--- config.mk ---
export PLATFORM = sky130hd
export DESIGN_NAME = dns_response_record_parser
export DESIGN_NICKNAME = d
export VERILOG_FILES = /design/src/sv/dnsrp_pkg.sv /design/src/sv/dns_response_record_parser.sv /design/src/sv/dnsrp_core.sv /design/src/sv/dnsrp_rq.sv
export SDC_FILE = /design/constraint.sdc
export NUM_CORES = 2
export LEC_CHECK = 0
export BUFFER_PORTS_ARGS = -buffer_cell sky130_fd_sc_hd__clkbuf_2
export CORE_MARGIN = 3
export CORE_UTILIZATION = 42
export CTS_CLUSTER_DIAMETER = 150
export CTS_CLUSTER_SIZE = 28
export DETAILED_ROUTE_END_ITERATION = 8
export PLACE_DENSITY = 0.67
export REMOVE_ABC_BUFFERS = 1
export SLEW_MARGIN = 5
export SYNTH_ARGS = -nofsm -noshare
export SYNTH_HDL_FRONTEND = slang
export SYNTH_SLANG_ARGS = --single-unit
--- constraint.sdc ---
create_clock -name clk -period 6 [get_ports clk]
set_clock_uncertainty 0.05 [all_clocks]
set_input_delay 1.2 -clock clk [delete_from_list [all_inputs] [get_ports clk]]
set_output_delay 1.2 -clock clk [all_outputs]
set_load 0.1 [all_outputs]
--- src/sv/dnsrp_pkg.sv ---
`timescale 1ns / 1ps
`default_nettype none

package dnsrp_pkg;

  typedef enum logic [2:0] {
    PH_HEADER,
    PH_NAME,
    PH_LABEL,
    PH_PTR,
    PH_QFIX,
    PH_RFIX,
    PH_DATA
  } phase_t;

  localparam logic [1:0] KIND_HEADER   = 2'd0;
  localparam logic [1:0] KIND_QUESTION = 2'd1;
  localparam logic [1:0] KIND_RECORD   = 2'd2;
  localparam logic [1:0] KIND_TRUNC    = 2'd3;

  localparam logic [1:0] ST_OK         = 2'd0;
  localparam logic [1:0] ST_BAD_ID     = 2'd1;
  localparam logic [1:0] ST_NOT_ANSWER = 2'd2;

  localparam logic [15:0] ID_RESET   = 16'd42;
  localparam logic [7:0]  FLAG_MASK  = 8'h80;
  localparam logic [7:0]  PTR_MASK   = 8'hc0;
  localparam logic [15:0] TYPE_A     = 16'd1;

  localparam logic [3:0] HDR_LEN    = 4'd12;
  localparam logic [3:0] HDR_SPLIT  = 4'd8;
  localparam logic [3:0] QFIX_LEN   = 4'd4;
  localparam logic [3:0] RFIX_LEN   = 4'd10;
  localparam logic [3:0] RFIX_SPLIT = 4'd6 + 4'd2;

  localparam int RQ_DEPTH = 4;
  localparam int RQ_AW    = $clog2(RQ_DEPTH);
  localparam int RQ_CW    = $clog2(RQ_DEPTH + 1);

  typedef struct packed {
    logic [1:0]  kind;
    logic [1:0]  status;
    logic        no_recursion;
    logic [1:0]  section;
    logic [15:0] rr_type;
    logic [15:0] rr_class;
    logic [31:0] ttl;
    logic [15:0] rdata_len;
    logic [31:0] ipv4_addr;
    logic [63:0] header_counts;
    logic        end_of_run;
  } result_t;

  typedef struct packed {
    logic [1:0] n;
    result_t    r0;
    result_t    r1;
  } result_pair_t;

endpackage

`default_nettype wire

--- src/sv/dns_response_record_parser.sv ---
// DNS response record parser.
// Input channel: one packet byte per transaction (rx_byte, final_byte) under
// in_valid and in_stall. Output channel: one result per transaction under
// out_valid and out_stall, with every result field on a port of its own.
// Configuration: cfg_valid, cfg_ready and cfg_data write expected_id; cfg_ready
// is always high. Writes are to be made only while the block is idle; the block
// does not enforce this. Each accepted byte is parsed in the cycle it is taken;
// its results enter a four-entry result queue at that clock edge, and the first
// shows in the next cycle. One byte per cycle is taken while in_stall is low.
// A byte causes at most two results, two only when it is the final byte of a
// packet that has not finished its sections; the queue drains one result per
// cycle while out_stall is low. in_stall rises when the queue holds three or
// more results, which happens only when the receiver stalls the output channel.
// A stalled result stays on the output ports unchanged until it is taken.
// Synchronous reset clears the parse state and empties the queue; expected_id
// returns to 42. The final byte of each packet returns the parse state to its
// reset values.
`timescale 1ns / 1ps
`default_nettype none

module dns_response_record_parser
  import dnsrp_pkg::*;
(
  input  logic        clk,
  input  logic        rst,
  input  logic        in_valid,
  output logic        in_stall,
  input  logic [7:0]  rx_byte,
  input  logic        final_byte,
  output logic        out_valid,
  input  logic        out_stall,
  output logic [1:0]  kind,
  output logic [1:0]  status,
  output logic        no_recursion,
  output logic [1:0]  section,
  output logic [15:0] rr_type,
  output logic [15:0] rr_class,
  output logic [31:0] ttl,
  output logic [15:0] rdata_len,
  output logic [31:0] ipv4_addr,
  output logic [63:0] header_counts,
  output logic        end_of_run,
  input  logic        cfg_valid,
  output logic        cfg_ready,
  input  logic [15:0] cfg_data
);

  logic [15:0]  expected_id;
  logic         in_acc;
  logic         rq_full;
  result_pair_t pair;
  result_t      head;

  assign cfg_ready = 1'b1;
  assign in_stall  = rq_full;
  assign in_acc    = in_valid && !rq_full;

  always_ff @(posedge clk) begin
    if (rst) begin
      expected_id <= ID_RESET;
    end else if (cfg_valid && cfg_ready) begin
      expected_id <= cfg_data;
    end
  end

  dnsrp_core u_core (
    .clk         (clk),
    .rst         (rst),
    .step        (in_acc),
    .rx_byte     (rx_byte),
    .final_byte  (final_byte),
    .expected_id (expected_id),
    .res         (pair)
  );

  dnsrp_rq u_rq (
    .clk       (clk),
    .rst       (rst),
    .push      (in_acc),
    .pair      (pair),
    .pop       (!out_stall),
    .head      (head),
    .not_empty (out_valid),
    .full      (rq_full)
  );

  assign kind          = head.kind;
  assign status        = head.status;
  assign no_recursion  = head.no_recursion;
  assign section       = head.section;
  assign rr_type       = head.rr_type;
  assign rr_class      = head.rr_class;
  assign ttl           = head.ttl;
  assign rdata_len     = head.rdata_len;
  assign ipv4_addr     = head.ipv4_addr;
  assign header_counts = head.header_counts;
  assign end_of_run    = head.end_of_run;

endmodule

`default_nettype wire

--- src/sv/dnsrp_core.sv ---
`timescale 1ns / 1ps
`default_nettype none

module dnsrp_core
  import dnsrp_pkg::*;
(
  input  logic         clk,
  input  logic         rst,
  input  logic         step,
  input  logic [7:0]   rx_byte,
  input  logic         final_byte,
  input  logic [15:0]  expected_id,
  output result_pair_t res
);

  phase_t      phase, phase_next;
  logic [3:0]  fbc, fbc_next;
  logic [63:0] hdr0, hdr0_next;
  logic [31:0] hdr1, hdr1_next;
  logic [1:0]  sec, sec_next;
  logic [15:0] entries, entries_next;
  logic [7:0]  label, label_next;
  logic [63:0] tail0, tail0_next;
  logic [15:0] tail1, tail1_next;
  logic [15:0] data_left, data_left_next;
  logic [31:0] addr, addr_next;
  logic        halted, halted_next;

  function automatic logic [15:0] count_of(input logic [63:0] h0, input logic [31:0] h1,
                                           input logic [1:0] s);
    logic [15:0] c;
    case (s)
      2'd0: c = h0[31:16];
      2'd1: c = h0[15:0];
      2'd2: c = h1[31:16];
      default: c = h1[15:0];
    endcase
    return c;
  endfunction

  always_comb begin
    logic [3:0]  fbc_inc;
    logic        main_v;
    result_t     main_r;
    result_t     trunc_r;
    logic        trunc_v;
    logic [1:0]  st;
    logic        enter_req;
    logic [2:0]  enter_start;
    logic        entry_fin;
    logic        emit_rec;
    logic [63:0] rec_t0;
    logic [15:0] rec_t1;
    logic [31:0] rec_a;
    logic [15:0] idx;
    logic [31:0] addr_new;
    logic [15:0] dl_dec;
    logic [7:0]  lbl_dec;
    logic [15:0] ent_dec;
    logic [15:0] cnt;
    logic        found;

    phase_next     = phase;
    fbc_next       = fbc;
    hdr0_next      = hdr0;
    hdr1_next      = hdr1;
    sec_next       = sec;
    entries_next   = entries;
    label_next     = label;
    tail0_next     = tail0;
    tail1_next     = tail1;
    data_left_next = data_left;
    addr_next      = addr;
    halted_next    = halted;

    fbc_inc     = fbc + 4'd1;
    main_v      = 1'b0;
    main_r      = '0;
    trunc_r     = '0;
    st          = ST_OK;
    enter_req   = 1'b0;
    enter_start = 3'd0;
    entry_fin   = 1'b0;
    emit_rec    = 1'b0;
    rec_t0      = tail0;
    rec_t1      = tail1;
    rec_a       = 32'd0;
    idx         = tail1 - data_left;
    addr_new    = addr;
    dl_dec      = data_left - 16'd1;
    lbl_dec     = label - 8'd1;
    ent_dec     = entries - 16'd1;
    cnt         = 16'd0;
    found       = 1'b0;

    if (!halted) begin
      case (phase)
        PH_HEADER: begin
          if (fbc < HDR_SPLIT) begin
            hdr0_next = {hdr0[55:0], rx_byte};
          end else begin
            hdr1_next = {hdr1[23:0], rx_byte};
          end
          fbc_next = fbc_inc;
          if (fbc_inc >= HDR_LEN) begin
            if (hdr0_next[63:48] != expected_id) begin
              st = ST_BAD_ID;
            end else if ((hdr0_next[47:40] & FLAG_MASK) == 8'd0) begin
              st = ST_NOT_ANSWER;
            end
            main_v               = 1'b1;
            main_r.kind          = KIND_HEADER;
            main_r.status        = st;
            main_r.no_recursion  = ((hdr0_next[39:32] & FLAG_MASK) == 8'd0);
            main_r.header_counts = {hdr0_next[31:0], hdr1_next};
            fbc_next             = 4'd0;
            if (st != ST_OK) begin
              halted_next = 1'b1;
            end else begin
              enter_req = 1'b1;
            end
          end
        end
        PH_NAME: begin
          if (rx_byte == 8'd0) begin
            phase_next = (sec == 2'd0) ? PH_QFIX : PH_RFIX;
            fbc_next   = 4'd0;
          end else if ((rx_byte & PTR_MASK) == PTR_MASK) begin
            phase_next = PH_PTR;
          end else begin
            label_next = rx_byte;
            phase_next = PH_LABEL;
          end
        end
        PH_LABEL: begin
          label_next = lbl_dec;
          if (lbl_dec == 8'd0) begin
            phase_next = PH_NAME;
          end
        end
        PH_PTR: begin
          phase_next = (sec == 2'd0) ? PH_QFIX : PH_RFIX;
          fbc_next   = 4'd0;
        end
        PH_QFIX: begin
          tail0_next = {32'd0, tail0[23:0], rx_byte};
          fbc_next   = fbc_inc;
          if (fbc_inc >= QFIX_LEN) begin
            main_v          = 1'b1;
            main_r.kind     = KIND_QUESTION;
            main_r.rr_type  = tail0_next[31:16];
            main_r.rr_class = tail0_next[15:0];
            entry_fin       = 1'b1;
          end
        end
        PH_RFIX: begin
          if (fbc < RFIX_SPLIT) begin
            tail0_next = {tail0[55:0], rx_byte};
          end else begin
            tail1_next = {tail1[7:0], rx_byte};
          end
          fbc_next = fbc_inc;
          if (fbc_inc >= RFIX_LEN) begin
            data_left_next = tail1_next;
            addr_next      = 32'd0;
            if (tail1_next == 16'd0) begin
              emit_rec = 1'b1;
              rec_t0   = tail0_next;
              rec_t1   = tail1_next;
              rec_a    = 32'd0;
            end else begin
              phase_next = PH_DATA;
            end
          end
        end
        default: begin
          if (idx < 16'd4) begin
            case (idx[1:0])
              2'd0: addr_new[31:24] = addr[31:24] | rx_byte;
              2'd1: addr_new[23:16] = addr[23:16] | rx_byte;
              2'd2: addr_new[15:8]  = addr[15:8] | rx_byte;
              default: addr_new[7:0] = addr[7:0] | rx_byte;
            endcase
          end
          addr_next      = addr_new;
          data_left_next = dl_dec;
          if (dl_dec == 16'd0) begin
            emit_rec = 1'b1;
            rec_t0   = tail0;
            rec_t1   = tail1;
            rec_a    = addr_new;
          end
        end
      endcase
    end

    if (emit_rec) begin
      main_v           = 1'b1;
      main_r.kind      = KIND_RECORD;
      main_r.section   = sec;
      main_r.rr_type   = rec_t0[63:48];
      main_r.rr_class  = rec_t0[47:32];
      main_r.ttl       = rec_t0[31:0];
      main_r.rdata_len = rec_t1;
      main_r.ipv4_addr = (rec_t0[63:48] == TYPE_A) ? rec_a : 32'd0;
      entry_fin        = 1'b1;
    end

    if (entry_fin) begin
      fbc_next     = 4'd0;
      addr_next    = 32'd0;
      tail0_next   = 64'd0;
      tail1_next   = 16'd0;
      entries_next = ent_dec;
      if (ent_dec == 16'd0) begin
        enter_req   = 1'b1;
        enter_start = {1'b0, sec} + 3'd1;
      end else begin
        phase_next = PH_NAME;
      end
    end

    if (enter_req) begin
      for (int s = 0; s < 4; s++) begin
        cnt = count_of(hdr0_next, hdr1_next, 2'(s));
        if (!found && (3'(s) >= enter_start) && (cnt != 16'd0)) begin
          found        = 1'b1;
          sec_next     = 2'(s);
          entries_next = cnt;
          phase_next   = PH_NAME;
          fbc_next     = 4'd0;
        end
      end
      if (!found) begin
        halted_next = 1'b1;
      end
    end

    trunc_v         = final_byte && !halted_next;
    trunc_r.kind    = KIND_TRUNC;
    trunc_r.section = sec_next;
    trunc_r.end_of_run = 1'b1;
    main_r.end_of_run  = !trunc_v;

    res.n  = {1'b0, main_v} + {1'b0, trunc_v};
    res.r0 = main_v ? main_r : trunc_r;
    res.r1 = trunc_r;

    if (final_byte) begin
      phase_next     = PH_HEADER;
      fbc_next       = 4'd0;
      hdr0_next      = 64'd0;
      hdr1_next      = 32'd0;
      sec_next       = 2'd0;
      entries_next   = 16'd0;
      label_next     = 8'd0;
      tail0_next     = 64'd0;
      tail1_next     = 16'd0;
      data_left_next = 16'd0;
      addr_next      = 32'd0;
      halted_next    = 1'b0;
    end
  end

  always_ff @(posedge clk) begin
    if (rst) begin
      phase     <= PH_HEADER;
      fbc       <= 4'd0;
      hdr0      <= 64'd0;
      hdr1      <= 32'd0;
      sec       <= 2'd0;
      entries   <= 16'd0;
      label     <= 8'd0;
      tail0     <= 64'd0;
      tail1     <= 16'd0;
      data_left <= 16'd0;
      addr      <= 32'd0;
      halted    <= 1'b0;
    end else if (step) begin
      phase     <= phase_next;
      fbc       <= fbc_next;
      hdr0      <= hdr0_next;
      hdr1      <= hdr1_next;
      sec       <= sec_next;
      entries   <= entries_next;
      label     <= label_next;
      tail0     <= tail0_next;
      tail1     <= tail1_next;
      data_left <= data_left_next;
      addr      <= addr_next;
      halted    <= halted_next;
    end
  end

endmodule

`default_nettype wire

--- src/sv/dnsrp_rq.sv ---
`timescale 1ns / 1ps
`default_nettype none

module dnsrp_rq
  import dnsrp_pkg::*;
(
  input  logic         clk,
  input  logic         rst,
  input  logic         push,
  input  result_pair_t pair,
  input  logic         pop,
  output result_t      head,
  output logic         not_empty,
  output logic         full
);

  result_t          q [RQ_DEPTH];
  logic [RQ_AW-1:0] wr_ptr;
  logic [RQ_AW-1:0] rd_ptr;
  logic [RQ_CW-1:0] count;
  logic [RQ_CW-1:0] push_cnt;
  logic [RQ_CW-1:0] pop_cnt;

  assign push_cnt  = push ? RQ_CW'(pair.n) : '0;
  assign pop_cnt   = (pop && not_empty) ? RQ_CW'(1) : '0;
  assign not_empty = (count != '0);
  assign full      = (count > RQ_CW'(RQ_DEPTH - 2));
  assign head      = q[rd_ptr];

  always_ff @(posedge clk) begin
    if (push && (pair.n != 2'd0)) begin
      q[wr_ptr] <= pair.r0;
    end
    if (push && (pair.n == 2'd2)) begin
      q[wr_ptr + RQ_AW'(1)] <= pair.r1;
    end
  end

  always_ff @(posedge clk) begin
    if (rst) begin
      wr_ptr <= '0;
      rd_ptr <= '0;
      count  <= '0;
    end else begin
      wr_ptr <= wr_ptr + RQ_AW'(push_cnt);
      rd_ptr <= rd_ptr + RQ_AW'(pop_cnt);
      count  <= count + push_cnt - pop_cnt;
    end
  end

endmodule

`default_nettype wire

==> flow_metrics.env <==
export IMPL_outcome="complete, no violations"
export IMPL_grt_pass1_vias=34182
export IMPL_synth_top_cell_by_area="dfxtp_1"
export IMPL_p_sw_share_pct=29.32
export IMPL_post_cts_buffers=0
export IMPL_dr_pass1_iters=7
export IMPL_rr_worst_depth=21
export IMPL_criticalPathCategory="reg -> reg"
export IMPL_finalHoldViolations=0
export IMPL_slew_headroom_pct=14.44
export IMPL_antenna_left=0
export IMPL_endpoint="u_rq.q[0][108]$_SDFFE_PP0P_"
export IMPL_tritoncts="done"
export IMPL_busiest_layer="met2"
export IMPL_clk_pin_slew_worst_paths_ns=0.12
export IMPL_dp_hpwl_um=87170
export IMPL_clkPwrFrac_pct=27.7
export IMPL_clock_sinks=1017
export IMPL_rrSetupSlack_ns=0.52
export IMPL_syn_area_mm2=0.04404
export IMPL_clockBufferDepth=3
export IMPL_gr_usage_met3_pct=3.043
export IMPL_synthMuxAreaShare_pct=13.65
export IMPL_p_per_area_mw_per_mm2=262.2
export IMPL_drv_slew=0
export IMPL_gp_congestion=0.9563
export IMPL_power_total_mw=12.56
export IMPL_min_period_over_period_pct=91.40
export IMPL_synth_seq_area_share_pct=46.41
export IMPL_power_leakage_nw=17.31
export IMPL_dp_cells=5857
export IMPL_fp_coreArea_mm2=0.1038
export IMPL_synthAdderAreaFrac_pct=0.9716
export IMPL_grt_use_total_pct=23.77
export IMPL_nNetsFinal=4584
export IMPL_globalRouteMet2Util_pct=38.08
export IMPL_combPwrFrac_pct=16.6
export IMPL_synthXorXnorAreaFrac_pct=1.074
export IMPL_grt_overflow=0
export IMPL_area_delta_synth_final_pct=8.773
export IMPL_drive_gt1_share_pct=14.40
export IMPL_port_buffers=215
export IMPL_htree_levels=2
export IMPL_crit_start="u_core.data_left[1]$_SDFFE_PP0P_"
export IMPL_synthCells=4522
export IMPL_rows=118
export IMPL_start_util_pct=42.43
export IMPL_synth_compound_area_share_pct=21.68
export IMPL_synth_simple_area_share_pct=12.22
export IMPL_die_y_um=329.8
export IMPL_crit_path_max_fanout=99
export IMPL_fin_ws_ns=0.5161
export IMPL_routedWlPerCell_um=22.73
export IMPL_setup_tns_ns=0
export IMPL_met1_usage_pct=33.57
export IMPL_peakVddDrop_mv=0.2729
export IMPL_numCtsBuffers=42
export IMPL_clk_insertion_delay_late_ns=0.68
export IMPL_worstPathArrival_ns=5.97
export IMPL_die_area_mm2=0.1088
export IMPL_max_freq_mhz=182.4
export IMPL_grt_pass1_wl_um=205600
export IMPL_ys_types=86
export IMPL_drcViolationCount=0
export IMPL_antenna_found_initial=4
export IMPL_utilization_pct=46.15
export IMPL_drv_cap=0
export IMPL_wirelength_um=134300
export IMPL_synth_seq_cells=1017
export IMPL_startpoint_type="register"
export IMPL_reg2reg_to="u_rq.q[0][108]$_SDFFE_PP0P_"
export IMPL_synthFlopType="dfxtp_1"
export IMPL_tightestPinTransition_ns=1.274
export IMPL_period_needed_ns=5.484
export IMPL_cts_hold_buf=0
export IMPL_synthArstFlopShare_pct=0
export IMPL_pwr_share_seq_pct=55.7
export IMPL_hp_start="u_rq.q[3][126]$_SDFFE_PP0P_"
export IMPL_ys_top_cells_by_area="dfxtp_1 46%, mux4_2 9.4%, a22o_1 9.0%, nand2_1 5.1%, o21ai_0 4.4%"
export IMPL_synthTopCellsByCount="1009 x dfxtp_1, 594 x nand2_1, 453 x a22o_1, 389 x o21ai_0, 379 x nor2_1"
export IMPL_synth_top_family_by_area="compound AO/OA/AOI/OAI gates"
export IMPL_syn_area_per_cell_um2=9.739
export IMPL_ys_warn_count=0
export IMPL_ioPinCount=217
export IMPL_r2r_start="u_core.data_left[1]$_SDFFE_PP0P_"
export IMPL_internal_power_mw=8.876
export IMPL_yosysMostFrequentCell="dfxtp_1"
export IMPL_diodes=0
export IMPL_rsz0062_at_grt="no"
export IMPL_die_x_um=329.8
export IMPL_synth_edf_count=8
export IMPL_drt_vias_per_instance=6.109
export IMPL_cts_root_buf="clkbuf_16"
export IMPL_synth_top_area_share_pct=45.87
export IMPL_worstSetupEndpointType="register"
export IMPL_dp_slack_ns=0.1264
export IMPL_finalNonFillerCells=5908
export IMPL_grt_max_degree=100
export IMPL_holdPathStages=2
export IMPL_holdCritPathClass="reg -> reg"
export IMPL_vias=36093
export IMPL_switchingPower_mw=3.683
export IMPL_cts_repair_resized=0
export IMPL_drt_iter0_markers=3919
export IMPL_setup_viol=0
export IMPL_crit_required_ns=6.49
==> routing by layer <==
metal / share of wire [%] / vias up
li1: - / 16561
met2: 46 / 1411
met3: 6.7 / 225
met1: 44 / 17894
met5: 0.0089 / -
met4: 3.1 / 2
==> worst max-delay path, cell delays in order, from the launching register on <==
cell and delay (ns):
dfxtp_1 0.40, inv_1 0.23, ha_1 0.37, nor3b_1 0.22, buf_4 0.17, a31oi_1 0.08, nor4bb_1 0.46, o211a_1 0.25
nand3_1 0.23, buf_4 0.29, a211oi_2 0.22, o211a_1 0.20, nor2_2 0.06, a31oi_1 0.16, buf_4 0.14, nand2_1 0.06
ha_1 0.24, buf_4 0.17, nor4_2 0.51, nor2_4 0.11, buf_12 0.26, a22o_1 0.31
==> cell families (layout without fill, tap and decap cells) <==
group,count (synthesis),in the layout
AOI/OAI and AO/OA,1346,1346
DFF,1017,1017
xor gates and xnor gates,54,54
muxes,369,369
other,1,1
buffers and inverters,452,458
adders and majority gates,33,33
and+or+nand+nor,1250,1250
==> sequential cells by signal, summed over array words and instances, names as in the netlist <==
| name | flops |
|---|---|
| u_rq.q | 736 |
| u_core.hdr0 | 64 |
| u_core.tail0 | 64 |
| u_core.addr | 32 |
| u_core.hdr1 | 32 |
| expected_id | 16 |
| u_core.data_left | 16 |
| u_core.entries | 16 |
| u_core.tail1 | 16 |
| u_core.label | 8 |
| u_core.fbc | 4 |
| u_core.phase | 3 |
| u_rq.count | 3 |
| u_core.sec | 2 |
| u_rq.rd_ptr | 2 |
| u_rq.wr_ptr | 2 |
| u_core.halted | 1 |
==> per-stage QoR <==
step,hold slack (ns),cell area (um2)
6_report,0.4078,47900
5_1_grt,0.4318,47900
4_1_cts,0.4136,47900
3_5_place_dp,0.3872,46750
3_3_place_gp,0.3776,46750
2_1_floorplan,0.3698,42470
==> power groups by stage <==
stage / Sequential [mW] / Clock [mW] / Combinational (mW)
3_5_place_dp: 7.15 / 0 / 2.07
6_report: 6.99 / 3.48 / 2.09
3_3_place_gp: 7.14 / 0 / 2.07
2_1_floorplan: 7.28 / 0 / 1.28
4_1_cts: 6.99 / 3.56 / 2.08
5_1_grt: 7.01 / 3.77 / 2.23
==> placed cells by master (no fill, tap or decap), types with 26 or more instances in the layout <==
cell type,n
dfxtp_1,1006
nand2_1,593
a22o_1,453
o21ai_0,388
nor2_1,374
clkbuf_2,214
mux4_2,184
mux2i_1,173
a22oi_1,159
buf_4,121
a21oi_1,120
nor4_1,55
inv_1,49
nor3_1,47
xnor2_1,45
clkbuf_16,43
ha_1,31
nand3_1,26
==> worst min-delay path by stage <==
| stage | to | slack, ns |
|---|---|---|
| 2_1_floorplan | u_rq.q[1][179]$_SDFFE_PP0P_ | 0.37 |
| 3_3_place_gp | u_rq.q[1][76]$_SDFFE_PP0P_ | 0.38 |
| 3_5_place_dp | u_rq.q[2][130]$_SDFFE_PP0P_ | 0.39 |
| 4_1_cts | u_rq.q[2][130]$_SDFFE_PP0P_ | 0.41 |
| 5_1_grt | u_rq.q[2][129]$_SDFFE_PP0P_ | 0.43 |
| 6_report | u_rq.q[3][126]$_SDFFE_PP0P_ | 0.41 |
==> area by class of cell <==
cell class                 count  area, um2
clock buffer                  47       1091
clock inverter                 4      57.56
fill                        9795      55890
inverter                      50      187.7
multi-input combinational   3053      21980
sequential                  1017      20450
tap                         1380       1727
timing repair buffer         357       2414
Power figures use the tool's default switching activity.
